==> config.mk <==
export PLATFORM = sky130hd
export DESIGN_NAME = dcmd_ram
export DESIGN_NICKNAME = d
export VERILOG_FILES = /design/src/rtl/core/dcmd_ram.sv
export SDC_FILE = /design/constraint.sdc
export NUM_CORES = 1
export LEC_CHECK = 0
export BUFFER_PORTS_ARGS = -buffer_cell sky130_fd_sc_hd__buf_2
export CORE_MARGIN = 2
export CORE_UTILIZATION = 55
export CTS_BUF_LIST = sky130_fd_sc_hd__clkbuf_8 sky130_fd_sc_hd__clkbuf_16
export DETAILED_ROUTE_END_ITERATION = 6
export GPL_ROUTABILITY_DRIVEN = 0
export PLACE_DENSITY = 0.73
export SLEW_MARGIN = 10
export SYNTH_ARGS = -nofsm -noshare
export SYNTH_HDL_FRONTEND = slang
export SYNTH_SLANG_ARGS = --single-unit
==> constraint.sdc <==
create_clock -name clk_i -period 2.7 [get_ports clk_i]
set_input_delay 0 -clock clk_i [delete_from_list [all_inputs] [get_ports clk_i]]
set_output_delay 0 -clock clk_i [all_outputs]
set_load 0.01 [all_outputs]
==> src/rtl/core/dcmd_ram.sv <==
module dcmd_ram #(
  parameter int WIDTH = 8,
  parameter int DEPTH = 16,
  localparam int AW   = (DEPTH > 1) ? $clog2(DEPTH) : 1
) (
  input  logic             clk_i,
  input  logic             we_i,
  input  logic [AW-1:0]    waddr_i,
  input  logic [WIDTH-1:0] wdata_i,
  input  logic             re_i,
  input  logic [AW-1:0]    raddr_i,
  output logic [WIDTH-1:0] rdata_o
);

  logic [WIDTH-1:0] mem_q [DEPTH];
  logic [WIDTH-1:0] rdata_q;

  always_ff @(posedge clk_i) begin
    if (we_i) begin
      mem_q[waddr_i] <= wdata_i;
    end
    if (re_i) begin
      rdata_q <= mem_q[raddr_i];
    end
  end

  assign rdata_o = rdata_q;

endmodule

Word-level counts from Yosys, hierarchy flattened
Memories as Yosys holds them, arrays and structs flattened. A register that Yosys moved wholly into a read port is not among the register bits.
Index checks and enable logic that the tools add are counted.
W data, S select, Z words.
{ "totals": {"latchBits": 0, "in_bits": 19, "mem_bits_rw": 128, "rom_bits": 0, "ff_bits": 0, "n_memories": 1} }
{ "memory_table": {"columns": ["memory", "depth", "width", "rd", "rd_clocked_by_memory_dff", "wr", "line", "rtl"], "rows": [
  ["mem_q", 16, 8, 1, 1, 1, "15", "logic [WIDTH-1:0] mem_q [DEPTH];"]
]} }
{ "classes": {"multipliers": 0, "div": 0, "eq_ne": 0, "mux": 2, "magnitude_cmp": 0, "add_sub_neg": 0, "bitwise_logic": 0, "n_reduce_logical": 0, "n_shift": 0} }
{ "op_table": {"columns": ["operator", "count"], "rows": [
  ["$mux W1", 2]
]} }

Longest topological paths before layout
{ "logic_depth": {"depth_word": 2, "depth_mapped": 5, "mapped_depth_nobuf": 3} }

Worst setup path after synthesis
No wires, ideal clock.
{ "synth_path": {"path_kind": "input port to flip-flop", "startpoint": "in waddr_i[2]", "endpoint": "mem mem_q[0][0] (enable)", "t_arrival_ns": 1.110, "setup_slack_ns": 1.207, "setup_ns": 0.383, "path_stages": 2, "required_time_ns": 2.317, "path_cell_list": "or3b_2 -> nor3_1"} }
{ "synth_lines": {"columns": ["element", "line", "rtl"], "rows": [
  ["start, declared", "8", "input logic [AW-1:0] waddr_i,"],
  ["end, declared", "15", null]
]} }
No word-level cell before the write port.

==> run_results.csv <==
group,metric,value,unit
grt,antenna_found_initial,0,
cells_and_area,n_fill_cell,581,
route,drtPass1Iterations,4,
logic_synthesis,synth_top_family_by_area,"multiplexers",
hold_path,hold_class,"in2reg",
sta,hold_violations,0,
worst_setup_path,slowest_stage,"mux4_2",
hold_path,worstHoldStart,"waddr_i[0]",
place,port_buffers,26,
clock_network,cts_root_buffer,"clkbuf_8",
route,drc,0,
worst_setup_path,reg2reg_depth,3,
worst_setup_path,worst_ep_arrival_time,1.79,ns
worst_setup_path,worstSetupStartpointType,"register",
power_and_ir_drop,irDropWorstVdd,0.000560,V
worst_setup_path,path_cells,"mux4_2 > a22oi_1 > nand2_1",
power_and_ir_drop,power,5.05,mW
sta,period_share,57.2,%
grt,grt_max_degree,33,
grt,grt_overflow,0,
sta,rsz0062_at_grt,"no",
logic_synthesis,syn_avg_cell_area,22.8,um2
clock_network,path_clk_slew,0.06,ns
worst_setup_path,cp-end-kind,"register",
logic_synthesis,synth-adder-area-share,0,%
route,wl_per_cell,23.5,um
die,design.core.area,9240,um2
logic_synthesis,syn_area,5230,um2
hold_path,min_to,"mem_q[0][0]",
cells_and_area,nets,299,
die,fp.dieW,101,um
hold_path,whs_path_depth,3,
power_and_ir_drop,p_leak,2.08,nW
route,drtIter0Drc,196,
clock_network,cts_num_sinks,136,
clock_network,post-cts-setup-buffer-count,0,
die,io_pins,27,
sta,finalSetupViolCount,0,
logic_synthesis,synth_compound_area_share,2.30,%
sta,fmax,0.647,GHz
logic_synthesis,yosysWarnings,0,
cells_and_area,drive_above_1_share,27.7,%
logic_synthesis,synth_xor_area_share,0,%
sta,tightest_slew,0.950,ns
worst_setup_path,max_stage_delay,0.49,ns
worst_setup_path,required,2.94,ns
cells_and_area,antenna-diode-count,0,
die,initial_core_util,56.6,%
worst_setup_path,reg2reg_to,"rdata_o[6]",
sta,tns,0,ns
logic_synthesis,synth_nets,248,
place,dpl.hpwl,5.91,mm
logic_synthesis,ys_ff_latch,136,
grt,track_usage,21.5,%
route,drt-vias-per-instance,5.87,
sta,fin_worst_skew,0.00902,ns
worst_setup_path,worst-path-max-fanout,1,
status,status,"finished, final reports clean",
route,wl,9.90,mm
sta,relSlewSlack,36.4,%
clock_network,tritoncts,"yes",
flow_run,drv_cap,0,
die,die-area,10300,um2
cells_and_area,syn_to_final_growth,18.5,%
logic_synthesis,synth_cell_types,18,
grt,grt_pass1_vias,2477,
worst_setup_path,r2r_slack,1.15,ns
logic_synthesis,synth_simple_gate_area_share,3.14,%
clock_network,clock_tree.buffer_depth,2,
clock_network,cts_htree_levels,4,
grt,grt_first_pass_wirelength,15.0,mm
route,vias,2472,
logic_synthesis,seq_area_frac_synth,78.1,%
worst_setup_path,critPathKind,"reg2reg",
worst_setup_path,reg2reg_from,"mem_q[0][6]",
logic_synthesis,synthCells,229,
route,antenna_left,0,
power_and_ir_drop,power.density,814,nW/um2
clock_network,clk_latency,0.52,ns
die,die_h,101,um
logic_synthesis,synth_mux_area_share,14.8,%
clock_network,cts_buffers,17,
die,row_count,35,
sta,final.min_clock_period,1.55,ns
sta,slew_viol_final,0,
## registers in the layout, summed over array words and instances, names as in the netlist
signal	cells
mem_q	128
rdata_o	8
## cell usage after synthesis
| library cell | instances | area [um2] |
|---|---|---|
| and2b_1 | 1 | 7.51 |
| or3b_2 | 1 | 8.76 |
| and2_1 | 1 | 6.26 |
| nand2_1 | 9 | 33.8 |
| edfxtp_1 | 136 | 4080 |
| mux4_1 | 14 | 368 |
| buf_6 | 3 | 33.8 |
| nand3_1 | 1 | 5.00 |
| buf_4 | 1 | 7.51 |
| nor2b_1 | 1 | 6.26 |
| buf_2 | 3 | 15.0 |
| nand3b_1 | 2 | 15.0 |
| nand2b_1 | 2 | 12.5 |
| clkdlybuf4s25_2 | 3 | 30.0 |
| nor3_1 | 4 | 20.0 |
| a22oi_1 | 16 | 120 |
| nor2_1 | 13 | 48.8 |
| mux4_2 | 18 | 405 |
## stage by stage
step           setup slack, ns  instance area (um2)  instances  hold slack [ns]  util, %
5_1_grt                   1.12                 6200        421           0.0330     67.1
4_1_cts                   1.15                 6200        421           0.0143     67.1
6_report                  1.15                 6200        421           0.0285     67.1
2_1_floorplan             1.21                 5230        229           0.0989        -
3_5_place_dp             0.901                 5490        381            0.370     59.4
3_3_place_gp             0.889                 5490        381            0.364     59.4
## per-layer routing
layer,vias to the layer above,global-route usage [%],part of all wire (%)
li1,1087,-,-
met1,1287,29.0,42
met2,84,33.8,51
met3,14,6.76,5.8
met4,0,7.28,1.7
met5,-,0,0
## where the power goes
group	total [mW]	switching [mW]	internal [mW]
combinational	0.219	0.125	0.0944
sequential	2.39	0.0126	2.38
clock	2.44	0.857	1.58
total	5.05	0.994	4.05
## how the worst max path moves through the flow
stage	slack, ns	endpoint	start	cells after the start
floorplan	1.21	mem_q[0][0]	waddr_i[2]	2
global placement	0.89	rdata_o[5]	raddr_i[0]	5
detailed placement	0.90	rdata_o[5]	raddr_i[0]	5
CTS	1.15	rdata_o[6]	mem_q[0][6]	3
global route	1.12	rdata_o[6]	mem_q[0][6]	3
finish	1.15	rdata_o[6]	mem_q[0][6]	3
## timing repair
item	CTS	global route
endpoints found under the hold margin	136	0
hold buffers	9	0
resized for setup	0	0
## cells by family after synthesis
family | after synthesis
AO/OA/AOI/OAI | 16
buffers and inverters | 10
AND/OR/NAND/NOR | 35
multiplexers | 32
flip-flops | 136
## final cells by class
cell class / count / area, um2 / area share [%]
Clock buffer: 17 / 414 / 6.68
Timing Repair Buffer: 42 / 273 / 4.40
Sequential cell: 136 / 4080 / 65.9
Clock inverter: 14 / 208 / 3.35
Multi-Input combinational cell: 83 / 1060 / 17.1
Tap cell: 129 / 161 / 2.60
## placed cells by master (no fill, tap or decap), types with 2 or more instances in the layout
master | synthesis | final
nand2b_1 | 2 | 2
nor2_1 | 13 | 13
mux4_2 | 18 | 18
edfxtp_1 | 136 | 136
nand2_1 | 9 | 9
nand3b_1 | 2 | 2
clkinv_4 | 0 | 2
buf_2 | 3 | 26
nor3_1 | 4 | 4
bufinv_16 | 0 | 5
clkinv_2 | 0 | 2
buf_4 | 1 | 7
a22oi_1 | 16 | 16
mux4_1 | 14 | 14
dlygate4sd3_1 | 0 | 9
clkinvlp_4 | 0 | 3
clkbuf_16 | 0 | 16
## worst max-delay path, delay by kind of cell (launching register included)
| family | cells | cell delay (ns) |
|---|---|---|
| compound gates | 1 | 0.23 |
| mux | 1 | 0.49 |
| flops | 1 | 0.42 |
| simple gates | 1 | 0.13 |
Power figures use the tool's default switching activity.
