[config.mk]
export PLATFORM = sky130hd
export DESIGN_NAME = dcmd_lane
export DESIGN_NICKNAME = d
export VERILOG_FILES = /design/src/rtl/core/dcmd_pkg.sv /design/src/rtl/core/dcmd_lane.sv
export SDC_FILE = /design/constraint.sdc
export NUM_CORES = 1
export LEC_CHECK = 0
export ABC_AREA = 1
export BUFFER_PORTS_ARGS = -buffer_cell sky130_fd_sc_hd__buf_2
export CORE_MARGIN = 2
export CORE_UTILIZATION = 55
export DETAILED_ROUTE_END_ITERATION = 10
export HOLD_SLACK_MARGIN = 0.15
export PLACE_DENSITY = 0.76
export SLEW_MARGIN = 5
export SYNTH_ARGS = -nofsm -noshare
export SYNTH_HDL_FRONTEND = slang
export SYNTH_SLANG_ARGS = --single-unit
[constraint.sdc]
create_clock -name clk_i -period 19.35 [get_ports clk_i]
set_input_delay 2.9025 -clock clk_i [delete_from_list [all_inputs] [get_ports clk_i]]
set_output_delay 2.9025 -clock clk_i [all_outputs]
set_load 0.01 [all_outputs]
[src/rtl/core/dcmd_pkg.sv]
package dcmd_pkg;

  localparam int MAX_ROW_BLOCKS = 256;
  localparam int DC_BITS        = 16;
  localparam int ROW_LIMIT      = 4096;
  localparam int NCOMP          = 3;

  localparam int RES_W    = 16;
  localparam int DC_OUT_W = 16;
  localparam int SUM_W    = ((DC_BITS > RES_W) ? DC_BITS : RES_W) + 1;

  localparam int COL_W = (MAX_ROW_BLOCKS > 1) ? $clog2(MAX_ROW_BLOCKS) : 1;
  localparam int ROW_W = $clog2(ROW_LIMIT);

  localparam int BPR_W   = 9;
  localparam int BROWS_W = 13;

  localparam int CFG_IDX_W  = 1;
  localparam int CFG_DATA_W = 13;

  localparam logic [CFG_IDX_W-1:0] CFG_BLOCKS_PER_ROW = 1'b0;
  localparam logic [CFG_IDX_W-1:0] CFG_BLOCK_ROWS     = 1'b1;

  localparam logic [BPR_W-1:0]   BPR_RESET   = 9'd40;
  localparam logic [BROWS_W-1:0] BROWS_RESET = 13'd30;

  localparam int IN_DATA_W  = NCOMP * RES_W;
  localparam int OUT_DATA_W = NCOMP * DC_OUT_W;
  localparam int LINE_W     = NCOMP * DC_BITS;

  typedef enum logic [1:0] {
    PRED_ZERO,
    PRED_LEFT,
    PRED_UP,
    PRED_MEDIAN
  } pred_mode_e;

  // Position of the block being accepted.
  typedef struct packed {
    logic [COL_W-1:0] col;
    pred_mode_e       mode;
    logic             frame_end;
  } pos_t;

  // Control from the pipeline to every lane.
  typedef struct packed {
    logic       adv;
    logic       bypass;
    pred_mode_e mode;
  } lane_ctl_t;

endpackage

[src/rtl/core/dcmd_lane.sv]
module dcmd_lane import dcmd_pkg::*; (
  input  logic                      clk_i,
  input  logic                      rst_ni,
  input  lane_ctl_t                 ctl_i,
  input  logic signed [RES_W-1:0]   res_i,
  input  logic signed [DC_BITS-1:0] up_i,
  output logic signed [DC_BITS-1:0] rec_o
);

  localparam logic signed [SUM_W-1:0] SAT_HI =
    SUM_W'((64'sd1 <<< (DC_BITS - 1)) - 64'sd1);
  localparam logic signed [SUM_W-1:0] SAT_LO = -SAT_HI - SUM_W'(1);

  logic signed [DC_BITS-1:0] left_q, left_d;
  logic signed [DC_BITS-1:0] ul_q, ul_d;
  logic signed [DC_BITS-1:0] up, lo, hi, med, pred, rec;
  logic signed [SUM_W-1:0]   sum;

  // Previous block was written in the same cycle this one read the line.
  assign up = ctl_i.bypass ? left_q : up_i;

  always_comb begin
    lo = (left_q < up) ? left_q : up;
    hi = (left_q < up) ? up : left_q;
    if (ul_q < lo) begin
      med = lo;
    end else if (ul_q > hi) begin
      med = hi;
    end else begin
      med = ul_q;
    end
  end

  always_comb begin
    case (ctl_i.mode)
      PRED_ZERO:   pred = '0;
      PRED_LEFT:   pred = left_q;
      PRED_UP:     pred = up;
      PRED_MEDIAN: pred = med;
      default:     pred = '0;
    endcase
  end

  always_comb begin
    sum = SUM_W'(res_i) + SUM_W'(pred);
    if (sum > SAT_HI) begin
      rec = DC_BITS'(SAT_HI);
    end else if (sum < SAT_LO) begin
      rec = DC_BITS'(SAT_LO);
    end else begin
      rec = DC_BITS'(sum);
    end
  end

  assign left_d = ctl_i.adv ? rec : left_q;
  assign ul_d   = ctl_i.adv ? up  : ul_q;

  always_ff @(posedge clk_i or negedge rst_ni) begin
    if (!rst_ni) begin
      left_q <= '0;
      ul_q   <= '0;
    end else begin
      left_q <= left_d;
      ul_q   <= ul_d;
    end
  end

  assign rec_o = rec;

endmodule

Yosys cells after proc, flatten, opt, wreduce, memory -nomap -nowiden
Index checks and enable logic that the tools add are counted.
- add/subtract/negate cells: 1
- order comparisons: 5
- equal/unequal tests: 3
- mux-type cells: 8
- reductions and logical operators: 1
- operators with widths (cell ; number):
    16-bit two-way mux ; 7
    16-bit one-hot mux with 4 select lines ; 1
    16-bit less-than comparator ; 2
    16-bit by 16-bit adder with 17-bit output ; 1
    17-bit by 16-bit > comparator with 1-bit output, second input constant ; 1
    17-bit by 16-bit less-than comparator with 1-bit output, second input constant ; 1
    16-bit > comparator ; 1
    2-bit == test, second input constant ; 2
    2-bit by 1-bit == test with 1-bit output, second input constant ; 1
    2-bit zero test ; 1
- register bits: 32
- input bits: 38
- output and inout bits: 16
- word-level logic and storage cells: 20

Depth between registers and ports, before layout
Gate-level depths: netlist of run 1.
- word-level depth: 11
- mapped depth: 56
- gate-level depth less buffers: 53

Worst setup path after synthesis of run 1
No wires, ideal clock.
- path kind: input -> output
- start point: input port ctl_i[2] (netlist name)
- end point: output port rec_o[0]
- arrival time: 8772 ps
- required time: 16448 ps
- path slack: 7676 ps
- stages on the path: 45
- path buffers: 5
- cell sequence: clkbuf_1 o21ai_0 ha_1 nand2_1 inv_2 nand3_1 nor3_1 nand2_1 nand2_2 nand2_1 nand2_1 buf_2 buf_2 nand2_1 o21ai_0 ha_1 a21oi_1 nand3b_1 [9 not listed] fa_1 nand3_1 nand2_1 nand2_1 nand2_1 a21oi_1 o21bai_2 nand2_1 nand2_1 a21oi_2 o21ai_2 nand2_1 a22oi_4 inv_2 nand2_4 buf_6 inv_2 a21oi_1
- longest elaborated chain between the ends: 11
- elaborated cells between the ends (all ways): 14
- those cells by class: add/sub (1); order compare (5); mux (8)
- ends and longest elaborated chain (what ; line ; source):
    start, declared ; dcmd_lane.sv:4 ; input lane_ctl_t ctl_i,
    16-bit two-way mux * ; dcmd_lane.sv:20 ; assign up = ctl_i.bypass ? left_q : up_i;
    16-bit less-than comparator ; dcmd_lane.sv:23, dcmd_lane.sv:24 ;
    16-bit two-way mux ; dcmd_lane.sv:24 ; hi = (left_q < up) ? up : left_q;
    16-bit > comparator ; dcmd_lane.sv:27 ; end else if (ul_q > hi) begin
    16-bit two-way mux ; dcmd_lane.sv:27 ;
    16-bit two-way mux ; dcmd_lane.sv:25 ; if (ul_q < lo) begin
    16-bit one-hot mux with 4 select lines * ; dcmd_lane.sv:35 ; case (ctl_i.mode)
    16-bit by 16-bit adder with 17-bit output * ; dcmd_lane.sv:45 ; sum = SUM_W'(res_i) + SUM_W'(pred);
    17-bit by 16-bit less-than comparator with 1-bit output ; dcmd_lane.sv:48 ; end else if (sum < SAT_LO) begin
    16-bit two-way mux ; dcmd_lane.sv:48 ;
    16-bit two-way mux * ; dcmd_lane.sv:46 ; if (sum > SAT_HI) begin
    end, declared ; dcmd_lane.sv:7 ; output logic signed [DC_BITS-1:0] rec_o
Every way passes the cells marked *; elsewhere a longest branch is shown, timed or not.

Final worst setup path of run 1
- start point: input port ctl_i[2] (netlist name)
- end point: output port rec_o[8]
The elaborated chain is that of the path after synthesis.

==> results of run 1 <==
==> sequential cells by signal, indices dropped and copies added (netlist names) <==
register and flops:
left_q 16, ul_q 16
==> metrics by stage <==
| step | area, um2 | util (%) | instances | hold WS [ns] |
|---|---|---|---|---|
| 3_3_place_gp | 4600 | 59.8 | 806 | 0.527 |
| 4_1_cts | 4680 | 60.9 | 813 | 0.558 |
| 2_1_floorplan | 4360 | - | 679 | 0.493 |
| 6_report | 4680 | 60.9 | 813 | 0.557 |
| 3_5_place_dp | 4600 | 59.8 | 806 | 0.541 |
| 5_1_grt | 4680 | 60.9 | 813 | 0.585 |
==> routing by layer <==
layer	part of all wire [%]	global-route usage (%)
met1	49	45.2
met2	44	47.6
met3	5.6	2.18
met4	1.3	6.99
met5	0	0
==> logic make-up after synthesis <==
logic type	synth area share, %
adders and majority gates	18.2
and+or+nand+nor	31.3
xor gates and xnor gates	2.61
AOI/OAI and AO/OA	20.3
buffers and inverters	9.21
DFF	18.4
==> worst max-delay path: cells and delay by family <==
kind	cells	cell delay, ns
adders and majority gates	3	1.09
AOI/OAI and AO/OA	13	2.29
and+or+nand+nor	23	2.57
buffers and inverters	7	1.70
==> layout by cell type (no fill, tap or decap), drive strengths merged, types with 7 or more instances in the layout <==
master and instances:
xnor2 7, inv 63, dfrtp 32, a21oi 57, o21ai 91, nor2 32
buf 54, nand3 70, ha 62, nand2 203
==> final timing paths <==
check | startpoint | to | slack [ns] | cells past startpoint
worst max-delay path | ctl_i[2] | rec_o[8] | 5.88 | 46
worst min-delay path | left_q[13] | left_q[13] | 0.56 | 2
worst max register to register | left_q[15] | left_q[8] | 11.61 | 48
worst min register to register | left_q[13] | left_q[13] | 0.56 | 2
max in group asynchronous | rst_ni | left_q[10] | 16.17 | 1
min in group asynchronous | rst_ni | left_q[2] | 2.69 | 1
==> final cells by class <==
class                      instances  area, um2  area share (%)
clock inverter                     1       5.00           0.107
tap                              102        128            2.73
clock buffer                       6       72.6            1.55
sequential                        32        801            17.1
inverter                          64        240            5.14
multi-input combinational        554       3160            67.5
timing repair buffer              54        273            5.83
==> out/metrics.cfg, run 1 <==
[setup_path]
max_stage_delay_ns = 0.56
critPathLaunchType = primary input
slowest_stage = inv_1
cpMostUsedCell = nand2_1
criticalPathCategory = in -> out
crit_fanout = 58
worstPathRequired_ns = 16.45
arrival_ns = 10.57
end_kind = output port

[grt]
gr-total-overflow = 0
grt_pass1_wl_um = 21100
first_global_vias = 4285
grt_usage_pct = 30.2
grt_max_degree = 59
antenna_found_initial = 0

[die]
die_w_um = 93.1
row_count = 32
die_area_um2 = 8660
core_um2 = 7690
pin_count = 54
die_h_um = 93.1
initial_utilization_pct = 56.7

[clock_network]
postCtsSetupBuffers = 0
ctsHoldBuffers = 0
cts_resized = 0
cts_inserted_buffers = 5
clk-insertion-delay-late_ns = 0.29
tritoncts = built
cts_max_path_buffers = 2
cts.sinks = 32
path_clk_slew_ns = 0.07
htree_levels = 2
clock-root-buffer = clkbuf_8

[yosys]
syn_nets = 780
synth_top_area_share_pct = 18.4
seq_area_frac_synth_pct = 18.4
synth_edf_count = 0
ys_seq_elements = 32
synth_cell_types = 37
synthTopCellsByArea = dfrtp_1 (18%), ha_1 (18%), nand2_1 (16%), o21ai_0 (9.5%), nand3_1 (7.7%)
yosysMostFrequentCell = nand2_1
yosys-top-cells-count = nand2_1 (188), o21ai_0 (83), nand3_1 (67), ha_1 (62), inv_1 (57)
synth_ff_type = dfrtp_1
ys_warn_count = 0
syn_area_um2 = 4360
syn_inst = 679
synth.avg_cell_area_um2 = 6.42
synth_top_cell_by_area = dfrtp_1
synth-async-reset-ratio_pct = 100

[sta]
setup_violations = 0
setup_tns_ns = 0
min_period_over_period_pct = 69.6
finClkSkew_ns = 0.00686
worst_pin_slew_ns = 1.20
hold_viol = 0
period_minus_slack_ns = 13.47
slew_viol_final = 0
slew-limit-headroom_pct = 19.7
rsz0062_at_grt = no
layout_setup_ws_ns = 5.88
fmax_mhz = 74.2

[route]
ant_nets = 0
first_pass_iters = 5
drc_errors = 0
drt-total-wl_um = 12300
first_iter_violations = 454
viasPerCell = 5.67
vias = 4611
wire_per_inst_um = 15.2

[layout]
fill_cells = 767
syn_to_final_growth_pct = 7.26
antenna_cells = 0
drive_above_1_share_pct = 12.7
layout.nets = 812

[placement]
hpwl_um = 9740
post-place-ws_ns = 5.99
portBuffers = 53
gp_congestion = 0.897

[hold_path]
hold_class = reg -> reg

[job]
maxCapViolations = 0

[run_status]
status = completed

Power of run 1 is left out: the tool's default activity adds up to more than one toggle a clock period on the data nets, which glitch-free logic cannot reach.
==> run 2: changes to the inputs <==
--- a/config.mk
+++ b/config.mk
@@ -5,7 +5,7 @@
 export SDC_FILE = /design/constraint.sdc
 export NUM_CORES = 1
 export LEC_CHECK = 0
-export ABC_AREA = 1
+export ABC_AREA = 0
 export BUFFER_PORTS_ARGS = -buffer_cell sky130_fd_sc_hd__buf_2
 export CORE_MARGIN = 2
 export CORE_UTILIZATION = 55
==> constraint.sdc (replaced) <==
create_clock -name clk_i -period 13.8 [get_ports clk_i]
set_input_delay 2.07 -clock clk_i [delete_from_list [all_inputs] [get_ports clk_i]]
set_output_delay 2.07 -clock clk_i [all_outputs]
set_load 0.01 [all_outputs]
==> out/metrics.cfg, run 2 <==
[run_status]
status = completed

[sta]
slew-limit-headroom_pct = 38.2
hold_viol = 0
worst_pin_slew_ns = 0.926
finClkSkew_ns = 0.0128
rsz0062_at_grt = no
fin_hold_ws_ns = 0.611
period_minus_slack_ns = 12.62
min_period_over_period_pct = 91.5
fmax_mhz = 79.2
setup_violations = 0
slew_viol_final = 0
setup_tns_ns = 0

[yosys]
ys_warn_count = 0
synth_cell_types = 56
synthTopCellsByArea = dfrtp_1 (19%), ha_1 (19%), a21oi_1 (8.0%), nor2_1 (5.7%), mux2_2 (4.9%)
syn_inst = 508
seq_area_frac_synth_pct = 19.2
ys_seq_elements = 32
yosys-top-cells-count = a21oi_1 (67), nor2_1 (63), ha_1 (62), nand2_1 (39), dfrtp_1 (32)
synth.avg_cell_area_um2 = 8.20
synth_ff_type = dfrtp_1
synth_edf_count = 0
synth_top_area_share_pct = 19.2
syn_area_um2 = 4170
yosysMostFrequentCell = a21oi_1
syn_nets = 609
synth-async-reset-ratio_pct = 100
synth_top_cell_by_area = dfrtp_1

[hold_path]
min_from = ul_q[6]
hold_end = ul_q[6]
min_path_cells = 2
hold_class = reg -> reg

[route]
wire_per_inst_um = 17.5
drc_errors = 0
viasPerCell = 6.25
vias = 4033
first_pass_iters = 5
drt-total-wl_um = 11300
ant_nets = 0
first_iter_violations = 252

[setup_path]
max_stage_delay_ns = 0.74
critPathLaunchType = primary input
crit_fanout = 42
end_kind = output port
timing.rr.start = left_q[15]
arrival_ns = 10.55
r2r_end = left_q[5]
worstPathRequired_ns = 11.73
r2r_setup_slack_ns = 5.14
rr_worst_depth = 30
slowest_stage = nor4_1
criticalPathCategory = in -> out

[clock_network]
htree_levels = 2
clock-root-buffer = clkbuf_8
cts_inserted_buffers = 5
path_clk_slew_ns = 0.07
postCtsSetupBuffers = 0
tritoncts = built
ctsHoldBuffers = 0
clk-insertion-delay-late_ns = 0.30
cts_max_path_buffers = 2
cts.sinks = 32
cts_resized = 0

[grt]
grt_max_degree = 49
first_global_vias = 3830
antenna_found_initial = 0
grt_pass1_wl_um = 18500
grt_usage_pct = 27.6
gr-total-overflow = 0

[die]
core_um2 = 7290
die_area_um2 = 8290
die_w_um = 91.0
pin_count = 54
row_count = 31
initial_utilization_pct = 57.1
die_h_um = 91.0

[layout]
fill_cells = 639
syn_to_final_growth_pct = 9.61
fin_util_pct = 62.6
layout_common_cells = a21oi_1 (67), nor2_1 (63), ha_1 (62)
layout.nets = 647
final_common_cell = a21oi_1
design_area_um2 = 4570
reg_top3 = left_q (16), ul_q (16)
drive_above_1_share_pct = 18.3
antenna_cells = 0

[job]
maxCapViolations = 0

[placement]
gp_congestion = 0.951
portBuffers = 53
hpwl_um = 8430
postPlaceCellArea_um2 = 4470

## run 2: cell types whose count changed after synthesis, sizes merged, moves of 15 or more
cell	before	now
inv	63	12
nand3	70	9
nand2	203	39
maj3	0	15
o21ai	91	27
mux2i	0	15
mux2	0	18
nor2	32	63
## run 2: layout make-up
| class | count | area (um2) | area share (%) |
|---|---|---|---|
| clock buffer | 7 | 96.3 | 2.11 |
| tap | 99 | 124 | 2.71 |
| timing repair buffer | 57 | 295 | 6.47 |
| multi-input combinational | 438 | 3210 | 70.2 |
| sequential | 32 | 801 | 17.5 |
| inverter | 12 | 45.0 | 0.986 |
## run 2: cell families (layout without fill, tap and decap cells)
group	count (synthesis)	count (layout)	share of synthesized area, %
compound gates	167	167	25.8
xor+xnor	14	14	2.94
fa+ha+maj	78	78	23.0
buf+inv	38	76	4.11
flops	32	32	19.2
mux	33	33	8.47
simple gates	146	146	16.5
## run 2: worst max-delay path by stage
| stage | from | to | slack, ns | depth (start not counted) |
|---|---|---|---|---|
| CTS | ctl_i[2] | rec_o[3] | 1.26 | 31 |
| global route | ctl_i[2] | rec_o[5] | 0.72 | 32 |
| detailed placement | ctl_i[2] | rec_o[3] | 1.30 | 31 |
| global placement | ctl_i[2] | rec_o[2] | 1.50 | 31 |
| finish | ctl_i[2] | rec_o[3] | 1.18 | 31 |
| floorplan | ctl_i[2] | rec_o[10] | 2.80 | 34 |
## run 2: stage by stage
stage | instances | worst slack [ns]
4_1_cts | 645 | 1.26
6_report | 645 | 1.18
5_1_grt | 645 | 0.719
3_3_place_gp | 638 | 1.50
2_1_floorplan | 508 | 2.80
3_5_place_dp | 638 | 1.30
## run 2: critical path: cells and delay by family
family	cells	cell delay, ns
and+or+nand+nor	5	1.80
AOI/OAI and AO/OA	16	3.33
buffers and inverters	4	1.13
adders and majority gates	5	1.75
muxes	1	0.41
## run 2: routing by layer
| layer | wire length, um | part of all wire (%) | vias up | GRT usage [%] |
|---|---|---|---|---|
| li1 | - | - | 1975 | - |
| met3 | 751 | 6.6 | 20 | 3.24 |
| met1 | 5130 | 45 | 1882 | 38.4 |
| met2 | 5220 | 46 | 156 | 44.4 |
| met5 | 0 | 0 | - | 0 |
| met4 | 219 | 1.9 | 0 | 9.47 |
Power of run 2 is left out for the same reason.
