**src/rtl/core/dcmd_pkg.sv**
```systemverilog
package dcmd_pkg;

  localparam int MAX_ROW_BLOCKS = 256;
  localparam int DC_BITS        = 16;
  localparam int ROW_LIMIT      = 4096;
  localparam int NCOMP          = 3;

  localparam int RES_W    = 16;
  localparam int DC_OUT_W = 16;
  localparam int SUM_W    = ((DC_BITS > RES_W) ? DC_BITS : RES_W) + 1;

  localparam int COL_W = (MAX_ROW_BLOCKS > 1) ? $clog2(MAX_ROW_BLOCKS) : 1;
  localparam int ROW_W = $clog2(ROW_LIMIT);

  localparam int BPR_W   = 9;
  localparam int BROWS_W = 13;

  localparam int CFG_IDX_W  = 1;
  localparam int CFG_DATA_W = 13;

  localparam logic [CFG_IDX_W-1:0] CFG_BLOCKS_PER_ROW = 1'b0;
  localparam logic [CFG_IDX_W-1:0] CFG_BLOCK_ROWS     = 1'b1;

  localparam logic [BPR_W-1:0]   BPR_RESET   = 9'd40;
  localparam logic [BROWS_W-1:0] BROWS_RESET = 13'd30;

  localparam int IN_DATA_W  = NCOMP * RES_W;
  localparam int OUT_DATA_W = NCOMP * DC_OUT_W;
  localparam int LINE_W     = NCOMP * DC_BITS;

  typedef enum logic [1:0] {
    PRED_ZERO,
    PRED_LEFT,
    PRED_UP,
    PRED_MEDIAN
  } pred_mode_e;

  // Position of the block being accepted.
  typedef struct packed {
    logic [COL_W-1:0] col;
    pred_mode_e       mode;
    logic             frame_end;
  } pos_t;

  // Control from the pipeline to every lane.
  typedef struct packed {
    logic       adv;
    logic       bypass;
    pred_mode_e mode;
  } lane_ctl_t;

endpackage

```
**src/rtl/core/dcmd_pos.sv**
```systemverilog
module dcmd_pos import dcmd_pkg::*; (
  input  logic               clk_i,
  input  logic               rst_ni,
  input  logic               adv_i,
  input  logic [BPR_W-1:0]   blocks_per_row_i,
  input  logic [BROWS_W-1:0] block_rows_i,
  output pos_t               pos_o
);

  logic [COL_W-1:0] col_q, col_d, last_col_idx, col;
  logic [ROW_W-1:0] row_q, row_d, last_row_idx, row;
  logic             last_col, last_row;

  // Clamp the configured sizes to their legal range.
  always_comb begin
    if (blocks_per_row_i == '0) begin
      last_col_idx = '0;
    end else if (int'(blocks_per_row_i) > MAX_ROW_BLOCKS) begin
      last_col_idx = COL_W'(MAX_ROW_BLOCKS - 1);
    end else begin
      last_col_idx = COL_W'(blocks_per_row_i - BPR_W'(1));
    end
    if (block_rows_i == '0) begin
      last_row_idx = '0;
    end else if (int'(block_rows_i) > ROW_LIMIT) begin
      last_row_idx = ROW_W'(ROW_LIMIT - 1);
    end else begin
      last_row_idx = ROW_W'(block_rows_i - BROWS_W'(1));
    end
  end

  // A counter past a shrunken size sits on the last position.
  assign col      = (col_q >= last_col_idx) ? last_col_idx : col_q;
  assign row      = (row_q >= last_row_idx) ? last_row_idx : row_q;
  assign last_col = (col == last_col_idx);
  assign last_row = (row == last_row_idx);

  always_comb begin
    col_d = col_q;
    row_d = row_q;
    if (adv_i) begin
      if (last_col) begin
        col_d = '0;
        row_d = last_row ? '0 : row + ROW_W'(1);
      end else begin
        col_d = col + COL_W'(1);
        row_d = row;
      end
    end
  end

  always_ff @(posedge clk_i or negedge rst_ni) begin
    if (!rst_ni) begin
      col_q <= '0;
      row_q <= '0;
    end else begin
      col_q <= col_d;
      row_q <= row_d;
    end
  end

  always_comb begin
    pos_o.col       = col;
    pos_o.frame_end = last_col & last_row;
    if (row == '0 && col == '0) begin
      pos_o.mode = PRED_ZERO;
    end else if (row == '0) begin
      pos_o.mode = PRED_LEFT;
    end else if (col == '0) begin
      pos_o.mode = PRED_UP;
    end else begin
      pos_o.mode = PRED_MEDIAN;
    end
  end

endmodule

```
**config.mk**
```make
export PLATFORM = sky130hd
export DESIGN_NAME = dcmd_pos
export DESIGN_NICKNAME = d
export VERILOG_FILES = /design/src/rtl/core/dcmd_pkg.sv /design/src/rtl/core/dcmd_pos.sv
export SDC_FILE = /design/constraint.sdc
export NUM_CORES = 1
export LEC_CHECK = 0
export BUFFER_PORTS_ARGS = -buffer_cell sky130_fd_sc_hd__buf_2
export CORE_MARGIN = 8
export CORE_UTILIZATION = 62
export CTS_BUF_LIST = sky130_fd_sc_hd__clkbuf_4
export DETAILED_ROUTE_END_ITERATION = 8
export GPL_ROUTABILITY_DRIVEN = 0
export PLACE_DENSITY = 0.95
export REMOVE_ABC_BUFFERS = 1
export SKIP_CTS_REPAIR_TIMING = 1
export SKIP_LAST_GASP = 1
export SLEW_MARGIN = 30
export SYNTH_ARGS = -nofsm -noshare
export SYNTH_HDL_FRONTEND = slang
export SYNTH_SLANG_ARGS = --single-unit
export TNS_END_PERCENT = 1
```
**constraint.sdc**
```tcl
create_clock -name clk_i -period 8.45 [get_ports clk_i]
set_clock_uncertainty 0.15 [all_clocks]
set_input_delay 1.69 -clock clk_i [delete_from_list [all_inputs] [get_ports clk_i]]
set_output_delay 1.69 -clock clk_i [all_outputs]
set_load 0.02 [all_outputs]
```
---- Yosys cells after proc, flatten, opt, wreduce, memory -nomap -nowiden ----
Index checks and enable logic that the tools add are counted.
Widths: inputs -> output; s select.
cells by class
  $add $sub $neg .......................... 4
  order comparisons ....................... 4
  equal/unequal tests ..................... 2
  multiplexer cells ....................... 12
  bitwise operators ....................... 1
  reduce and logical (&&, ||, !) cells .... 5
operator list
  kind                   number
  $mux 12                5
  $mux 8                 4
  $gt 13x13->1 const B   1
  $logic_not 13->1       1
  $add 12x1->12 const B  1
  $eq 12x12->1           1
  $ge 12x12->1           1
  $logic_not 12->1       1
  $sub 12x1->12 const B  1
  $gt 9x9->1 const B     1
  $logic_not 9->1        1
  $add 8x1->8 const B    1
  $eq 8x8->1             1
  $ge 8x8->1             1
  $logic_not 8->1        1
  $sub 8x1->8 const B    1
  $mux 2                 2
  $and 1x1->1            1
  $logic_and 1x1->1      1
  $mux 1                 1
word-level totals
  flip-flop bits (word level) ............. 20
  input port bits ......................... 25
  output and inout port bits .............. 11
  logic and storage cells ................. 30

---- Longest topological paths before layout ----
Gate-level depths: netlist of the first run.
  depth after elaboration ................. 9
  mapped depth ............................ 21
  depth with buffers taken out ............ 18

---- Worst setup path after synthesis of the first run ----
No wires, ideal clock.
  path type ............................... input to output
  start point ............................. in block_rows_i[0]
  end point ............................... out pos_o[2] in the netlist's numbering
  arrival time ............................ 5,781 ps
  required time ........................... 6,610 ps
  slack ................................... 829 ps
  stages on the path ...................... 19
  path buffers ............................ 3
  cell sequence ........................... clkbuf_1 > inv_1 > ha_1 > or3b_1 > or4_4 > and3_2 > or2_2 > ha_1 > o21ai_0 > o21ai_0 > o31ai_1 > buf_4 > clkbuf_1 > nor2_1 > a21oi_1 > ha_1 > nand4_1 > nor4b_1 > nand4_1
RTL lines
  item             line           RTL
  start, declared  dcmd_pos.sv:6  input logic [BROWS_W-1:0] block_rows_i,
  end, declared    dcmd_pos.sv:7  output pos_t pos_o

==> results of run 1 <==
logic make-up after synthesis:
family                   after synthesis  share of synthesized area (%)
adder cells (fa/ha/maj)               26                           9.69
AND/OR/NAND/NOR                      166                           27.6
multiplexers                          15                           4.55
XOR/XNOR                              25                           6.52
buffers and inverters                 59                           9.31
flip-flops                            20                           14.9
AO/OA/AOI/OAI                        126                           27.4
registers in the layout (all words and copies together) (netlist names):
signal and flops:
row_q 12, col_q 8
layout by cell type (no fill, tap or decap), types with 13 or more instances in the layout:
cell      n
inv_1    30
nor3_1   13
mux2i_1  13
a21oi_1  18
nor2_1   42
nand2_1  31
xnor2_1  16
ha_1     26
o21ai_0  22
dfrtp_1  20
buf_2    35
cell type report:
class                      count  area share [%]
sequential                    20            14.3
clock buffer                   3           0.641
multi-input combinational    358            73.5
inverter                      32            3.46
timing repair buffer          38            5.63
tap                           70            2.49
critical path: stages:
cell and delay, ns:
buf_2 0.16, inv_1 0.09, ha_1 0.24, or3b_1 0.43
or4_4 0.46, and3_2 0.24, or2_2 0.34, ha_1 0.29
o21ai_0 0.15, o21ai_0 0.15, o31ai_4 0.45, buf_4 0.38
nor2_1 0.12, a21oi_1 0.15, nand4_1 0.13, nor4b_1 0.37
nand4_1 0.16, buf_2 0.19
power by group:
group | leakage, nW | internal [mW] | switching [mW]
combinational | 1.27 | 0.241 | 0.357
clock | 0.0138 | 0.0167 | 0.0299
sequential | 0.234 | 0.137 | 0.0792
worst max-delay path by stage:
stage               end  slack (ns)
2_1_floorplan  pos_o[2]       -0.69
3_3_place_gp   pos_o[2]        0.68
3_5_place_dp   pos_o[2]        0.47
4_1_cts        pos_o[2]        0.44
5_1_grt        pos_o[2]        0.16
6_report       pos_o[2]        0.40
metal layers:
| metal | track usage [%] | part of all wire (%) | up-vias |
|---|---|---|---|
| met1 | 31.8 | 42 | 1642 |
| li1 | - | - | 1669 |
| met4 | 5.59 | 2.3 | 0 |
| met3 | 4.82 | 12 | 31 |
| met5 | 0 | 0 | - |
| met2 | 35.8 | 44 | 230 |
per-stage QoR:
stage | setup slack (ns) | total power [mW] | util, %
3_3_place_gp | 0.677 | 0.764 | 67.2
6_report | 0.401 | 0.861 | 67.9
3_5_place_dp | 0.467 | 0.796 | 67.4
2_1_floorplan | -0.693 | 0.623 | -
4_1_cts | 0.439 | 0.844 | 67.8
5_1_grt | 0.159 | 0.930 | 67.9
==> run metrics, run 1 <==
sequential-to-total area share from yosys stat approximately 15%; num rows 26; FILL cells 381; sequential standard cell area 500 µm²; non-filler cells, final between 500 and 600; share of cells above drive strength 1 16.9%; Hold Path Cell Cnt 3; final hold violation count 0; CP startpoint block_rows_i[0]; minimum clock period approximately 8 ns; IO Port Bufs 35; Yosys top cell area share 14.9%; Post-DRT Antenna Nets 0; final setup fails 0; Syn Area/Cell 7.68 µm²; post-synth top area cell dfrtp_1; CTS H-Tree Depth 1; # clock sinks 20; crit end category primary output; Worst Path Max Fanout 28; CTS Buf Count 3; Placed Instance Area 3480 µm²; hold path start col_q[0]; Worst Path Required about 6.6 ns; Period Utilization, post-route 95.3%; hpwl dp 7250 µm; hold_ws 0.467 ns; core area 5170 µm²; Sum Neg Setup Slack 0 ns; slew margin rel. 40.1%; Initial DRC Count 402; Initial Utilization approximately 65%; Synth cell types 81; main area contributors after synthesis dfrtp_1 (15%), ha_1 (9.7%), nor2_1 (4.7%), xnor2_1 (4.2%), mux2i_1 (3.9%); R2R Path Start row_q[9]; CP Class in -> out; Reg clk slew, reported paths 0.11 ns; Synth Register Bits 20; NumNets Final a little over 500; total gr overflow 0; top post-synthesis cells by count nor2_1 (42), nand2_1 (31), inv_1 (30); Hold EP col_q[0]; Area growth syn-to-layout 4.58%; all-layer global routing usage between 20% and 30%; pin count of the biggest net entering global routing 29; ys flop type dfrtp_1; footprint of the multi-input gates 2580 µm²; R2R Setup Slk 4.48 ns; actual slew at the worst max-slew pin roughly 0.9 ns; Root Driver clkbuf_4; max cap viols 0; Routed wire per std cell 17.7 µm; Critical Path AT about 6.2 ns; Diodes inserted 0; Vias/cell 6.86; unrepaired setup endpoints after global routing no; top-count cell post-synth nor2_1; Leak about 1.5 nW; full die area 8030 µm²; final instance area roughly 3500 µm²; EDFF count, synth 0; I/O pins 36; Async SR Flop Fraction 100%; CP startpoint kind input pin; PwrDens 245 nW/µm²; DRC viols 0; Worst VDD drop 0.161 mV; reg2reg path depth 11; FMAX 124 MHz; CTS tree done; die width 89.6 µm; Netlist Area Pre-Place 3360 µm²; vias in the first global route 3,126; first-pass GRT wire length 14,900 µm; Slew Viols, Final 0; antenna violations before repair 0; drt total wl 9220 µm; total vias in the final route 3,572; DRT Pass-1 Iters 5; Yosys warnings 0; Mapped Cells 437; Die Y 89.6 µm; Inst Count DP 518; Bufs on Longest Clock Path 2; worst hold path type reg -> reg; Crit Reg-Reg Endpoint row_q[11]; Skew-Pair Late Insertion Delay 0.30 ns; status finished clean
Note: power is estimated with default switching activity, not from simulation.
==> run 2, diff against run 1 <==
==> constraint.sdc (replaced) <==
create_clock -name clk_i -period 9.2 [get_ports clk_i]
set_clock_uncertainty 0.15 [all_clocks]
set_input_delay 1.84 -clock clk_i [delete_from_list [all_inputs] [get_ports clk_i]]
set_output_delay 1.84 -clock clk_i [all_outputs]
set_load 0.02 [all_outputs]
==> run metrics, run 2 (synthesis gave the netlist of run 1 again) <==
CTS H-Tree Depth 1 (unchanged); max reg flops 12 (unchanged); sequential standard cell area 500 µm² (unchanged); most frequent cell on the critical path ha_1; total vias in the final route 3,591 (+0.53%); vias in the first global route 3,305 (+5.7%); CP max-delay cell nor3b_1; status finished clean; PwrDens 225 nW/µm² (-8.4%); Leak 1.51 nW (about the same); Post-DRT Antenna Nets 0 (unchanged); CP Class in -> out; family with the most delay on the worst path compound AO/OA/AOI/OAI gates; final hold violation count 0 (unchanged); Diodes inserted 0 (unchanged); Vias/cell 6.89 (+0.53%); Worst Path Max Fanout 18 (-36%); DRC viols 0 (unchanged); Final Power 0.788 mW (-8.5%); final setup fails 0 (unchanged); num rows 26 (unchanged); actual slew at the worst max-slew pin 0.945 ns (+0.0548 ns); top flop regs row_q x12, col_q x8; crit end category primary output; Critical Path AT 6.65 ns (+0.44 ns); first-pass GRT wire length 14,900 µm (about the same); Routed wire per std cell 17.8 µm (+0.69%); Area growth syn-to-layout 4.43%; Buf/Inv on CP 3 (-1); DRT Pass-1 Iters 5 (unchanged); Worst Path Required 7.21 ns (+0.60 ns); most frequent cells in the layout nor2_1 (42), buf_2 (35), nand2_1 (31); CP startpoint kind input pin; hpwl dp 7300 µm (+0.56%); Bufs on Longest Clock Path 2 (unchanged); total gr overflow 0 (unchanged); Die Y 89.6 µm (unchanged); FILL cells 389 (+2.1%); FMAX 116 MHz; CTS Buf Count 3 (unchanged); minimum clock period roughly 8.6 ns; crit-path cells buf_2 > inv_1 > ha_1 > nor3b_1 > a31oi_1 > o31ai_1 > ha_1 > a21o_1 > a211oi_1 > o21ai_0 > o31ai_4 > nor2_1 > a21oi_1 > ha_1 > nand4_1 > nor4b_1 > nand4_1 > buf_2; antenna violations before repair 0 (unchanged); Worst VDD drop 0.149 mV (-7.5%); Initial DRC Count 398 (-1.0%); worst hold path type reg -> reg; Slew Viols, Final 0 (unchanged); max cap viols 0 (unchanged); footprint of the multi-input gates 2580 µm² (-0.19%); Skew-Pair Late Insertion Delay 0.32 ns (+0.02 ns); unrepaired setup endpoints after global routing no; CTS tree done; hold_ws 0.472 ns (+0.00544 ns); # clock sinks 20 (unchanged); commonest non-fill, non-tap cell in the layout nor2_1; pin count of the biggest net entering global routing 27 (-6.9%); Period Utilization, post-route 93.9%; NumNets Final 504 (unchanged); share of cells above drive strength 1 16.6% (-0.22 points); slew margin rel. 36.4% (-3.7 points); I/O pins 36 (unchanged); Initial Utilization 64.9% (unchanged); Root Driver clkbuf_4; CP peak stage delay 0.60 ns (+0.14 ns); largest reg by FF count row_q; all-layer global routing usage 23.0% (-0.21 points); Reg clk slew, reported paths 0.10 ns (about the same); drt total wl 9290 µm (+0.69%); core area 5170 µm² (unchanged); Setup WS pre-CTS 0.757 ns (+0.290 ns); die width 89.6 µm (unchanged); full die area 8030 µm² (unchanged); IO Port Bufs 35 (unchanged); Setup WS post-layout 0.561 ns (+0.161 ns)
run 2: area by class of cell:
cell class | instances | area share (%)
clock buffers | 3 | 0.642
inverters | 32 | 3.46
multi-input cells | 358 | 73.5
flip-flops and latches | 20 | 14.3
well taps | 70 | 2.50
repair buffers | 38 | 5.64
run 2: tightest hold or removal path: cells and delay by family, from the launching register on:
family / cells / cell delay [ns]
buffers and inverters: 1 / 0.09
AND/OR/NAND/NOR: 1 / 0.07
flip-flops: 1 / 0.35
AO/OA/AOI/OAI: 1 / 0.07
run 2: worst paths after layout:
path | depth (start not counted) | to | startpoint | slack (ns)
hold / removal | 3 | col_q[0] | col_q[0] | 0.47
hold reg to reg | 3 | col_q[0] | col_q[0] | 0.47
setup / recovery | 18 | pos_o[2] | block_rows_i[0] | 0.56
min in group asynchronous | 1 | row_q[7] | rst_ni | 1.30
setup reg to reg | 11 | row_q[11] | row_q[9] | 5.07
max in group asynchronous | 1 | row_q[10] | rst_ni | 7.26
run 2: where the power goes:
part / internal (mW) / switching (mW)
combinational: 0.222 / 0.324
sequential: 0.126 / 0.0732
clock: 0.0154 / 0.0284
run 2: metrics by stage:
step / instances / util [%] / area (µm²) / TNS (ns)
CTS: 521 / 67.8 / 3510 / 0
floorplan: 410 / - / 3170 / -0.243
global route: 521 / 67.8 / 3510 / 0
finish: 521 / 67.8 / 3510 / 0
detailed placement: 518 / 67.4 / 3480 / 0
global placement: 518 / 67.2 / 3480 / 0
run 2: metal layers:
metal  global-route usage [%]  share of wire [%]
met5                        0                  0
met4                     6.65                1.3
met3                     5.00                 10
met2                     36.2                 46
met1                     30.4                 42
==> run 3, diff against run 2 <==
==> constraint.sdc (replaced) <==
create_clock -name clk_i -period 10.04 [get_ports clk_i]
set_clock_uncertainty 0.15 [all_clocks]
set_input_delay 0.502 -clock clk_i [delete_from_list [all_inputs] [get_ports clk_i]]
set_output_delay 0.502 -clock clk_i [all_outputs]
set_load 0.02 [all_outputs]
==> run metrics, run 3 (synthesis gave the netlist of run 1 again) <==
Initial Utilization 64.9% (unchanged); num rows 26 (unchanged); final setup fails 0 (unchanged); Crit Reg-Reg Endpoint row_q[10]; drt total wl 8820 µm (-5.1%); reg2reg path depth 11 (unchanged); Slew Viols, Final 0 (unchanged); DRT Pass-1 Iters 5 (unchanged); all-layer global routing usage 21.8% (-1.2 points); FMAX 164 MHz; status finished clean; most frequent cells in the layout nor2_1 (42), buf_2 (35), nand2_1 (31); # clock sinks 20 (unchanged); commonest non-fill, non-tap cell in the layout nor2_1; Worst VDD drop 0.145 mV (-2.5%); cell depth of the worst setup path 19 (+1); max reg flops 12 (unchanged); minimum clock period 6.09 ns; R2R Path Start row_q[9]; share of cells above drive strength 1 16.6% (-0.037 points); FILL cells 396 (+1.8%); full die area 8030 µm² (unchanged); CP startpoint block_rows_i[0]; largest reg by FF count row_q; DRC viols 0 (unchanged); total vias in the final route 3,478 (-3.1%); Routed wire per std cell 16.9 µm (-5.3%); R2R Setup Slk 6.31 ns (+1.24 ns); family with the most delay on the worst path compound AO/OA/AOI/OAI gates; hpwl dp 6950 µm (-4.7%); Sum Neg Setup Slack 0 ns (unchanged); slew margin rel. 42.5% (+6.1 points); CP Class in -> out; CTS Buf Count 3 (unchanged); Root Driver clkbuf_4; Worst Path Required 9.39 ns (+2.18 ns); crit-path cells buf_2 > inv_1 > ha_1 > nor3b_1 > a31oi_1 > o31ai_1 > ha_1 > a21o_1 > a211oi_1 > o21ai_0 > o31ai_4 > buf_4 > nor2_1 > a21oi_1 > ha_1 > nand4_1 > nor4b_1 > nand4_1 > buf_2; core area 5170 µm² (unchanged); Leak 1.52 nW (+0.28%); first-pass GRT wire length 14,200 µm (-4.6%); final instance area 3520 µm² (+0.29%); crit end category primary output; NumNets Final 505 (+0.20%); Period Utilization, post-route 60.7%; Die Y 89.6 µm (unchanged); end of the critical path pos_o[2]; CP max-delay cell nor3b_1; Reg clk slew, reported paths 0.10 ns (about the same); most frequent cell on the critical path ha_1; Area growth syn-to-layout 4.73%; unrepaired setup endpoints after global routing no; pin count of the biggest net entering global routing 33 (+22%); Diodes inserted 0 (unchanged); IO Port Bufs 35 (unchanged); Vias/cell 6.66 (-3.3%); Bufs on Longest Clock Path 2 (unchanged); CP peak stage delay 0.61 ns (about the same); Initial DRC Count 364 (-8.5%); Post-DRT Antenna Nets 0 (unchanged); max cap viols 0 (unchanged); total gr overflow 0 (unchanged); actual slew at the worst max-slew pin 0.855 ns (-0.0901 ns); I/O pins 36 (unchanged); PwrDens 202 nW/µm² (-10%); top flop regs row_q x12, col_q x8; Skew-Pair Late Insertion Delay 0.30 ns (-0.02 ns); Buf/Inv on CP 4 (+1); antenna violations before repair 0 (unchanged); Placed Instance Area 3480 µm² (unchanged); vias in the first global route 3,071 (-7.1%); die width 89.6 µm (unchanged); Worst Path Max Fanout 32 (+14); worst hold path type reg -> reg; CP startpoint kind input pin; CTS tree done; Critical Path AT 5.44 ns (-1.21 ns); final hold violation count 0 (unchanged); CTS H-Tree Depth 1 (unchanged)
-- run 3: metal layers --
| layer | track usage [%] | wire length (µm) |
|---|---|---|
| met5 | 0 | 0 |
| met4 | 3.02 | 91 |
| met3 | 4.28 | 908 |
| met2 | 35.1 | 3990 |
| met1 | 29.7 | 3820 |
-- run 3: report_power, final --
part	internal [mW]	switching (mW)	total [mW]
Combinational	0.202	0.287	0.489
Clock	0.0140	0.0243	0.0383
Sequential	0.115	0.0674	0.183
Total	0.331	0.379	0.710
-- run 3: how the worst min path moves through the flow --
| stage | from | end | slack, ns | cells past startpoint |
|---|---|---|---|---|
| detailed placement | rst_ni | row_q[8] | 0.33 | 1 |
| finish | col_q[6] | col_q[6] | 0.47 | 1 |
| global placement | rst_ni | col_q[7] | 0.31 | 1 |
| CTS | rst_ni | row_q[11] | -0.01 | 1 |
| global route | col_q[6] | col_q[6] | 0.50 | 1 |
| floorplan | rst_ni | col_q[0] | 0.06 | 0 |
-- run 3: final cells by class --
type                    count  area, µm²  area share [%]
flip-flops and latches     20        500            14.2
multi-input cells         358       2580            73.3
repair buffers             39        208            5.91
well taps                  70       87.6            2.49
inverters                  32        121            3.45
clock buffers               3       22.5           0.640
-- run 3: per-stage QoR --
stage          cells  util [%]  hold WS (ns)  power (mW)  worst slack, ns
5_1_grt          522      68.0         0.496       0.771             3.66
3_5_place_dp     518      67.4         0.330       0.660             4.14
2_1_floorplan    410         -        0.0564       0.524             3.27
6_report         522      68.0         0.472       0.710             3.95
4_1_cts          521      67.8       -0.0112       0.701             4.10
3_3_place_gp     518      67.2         0.313       0.638             4.42
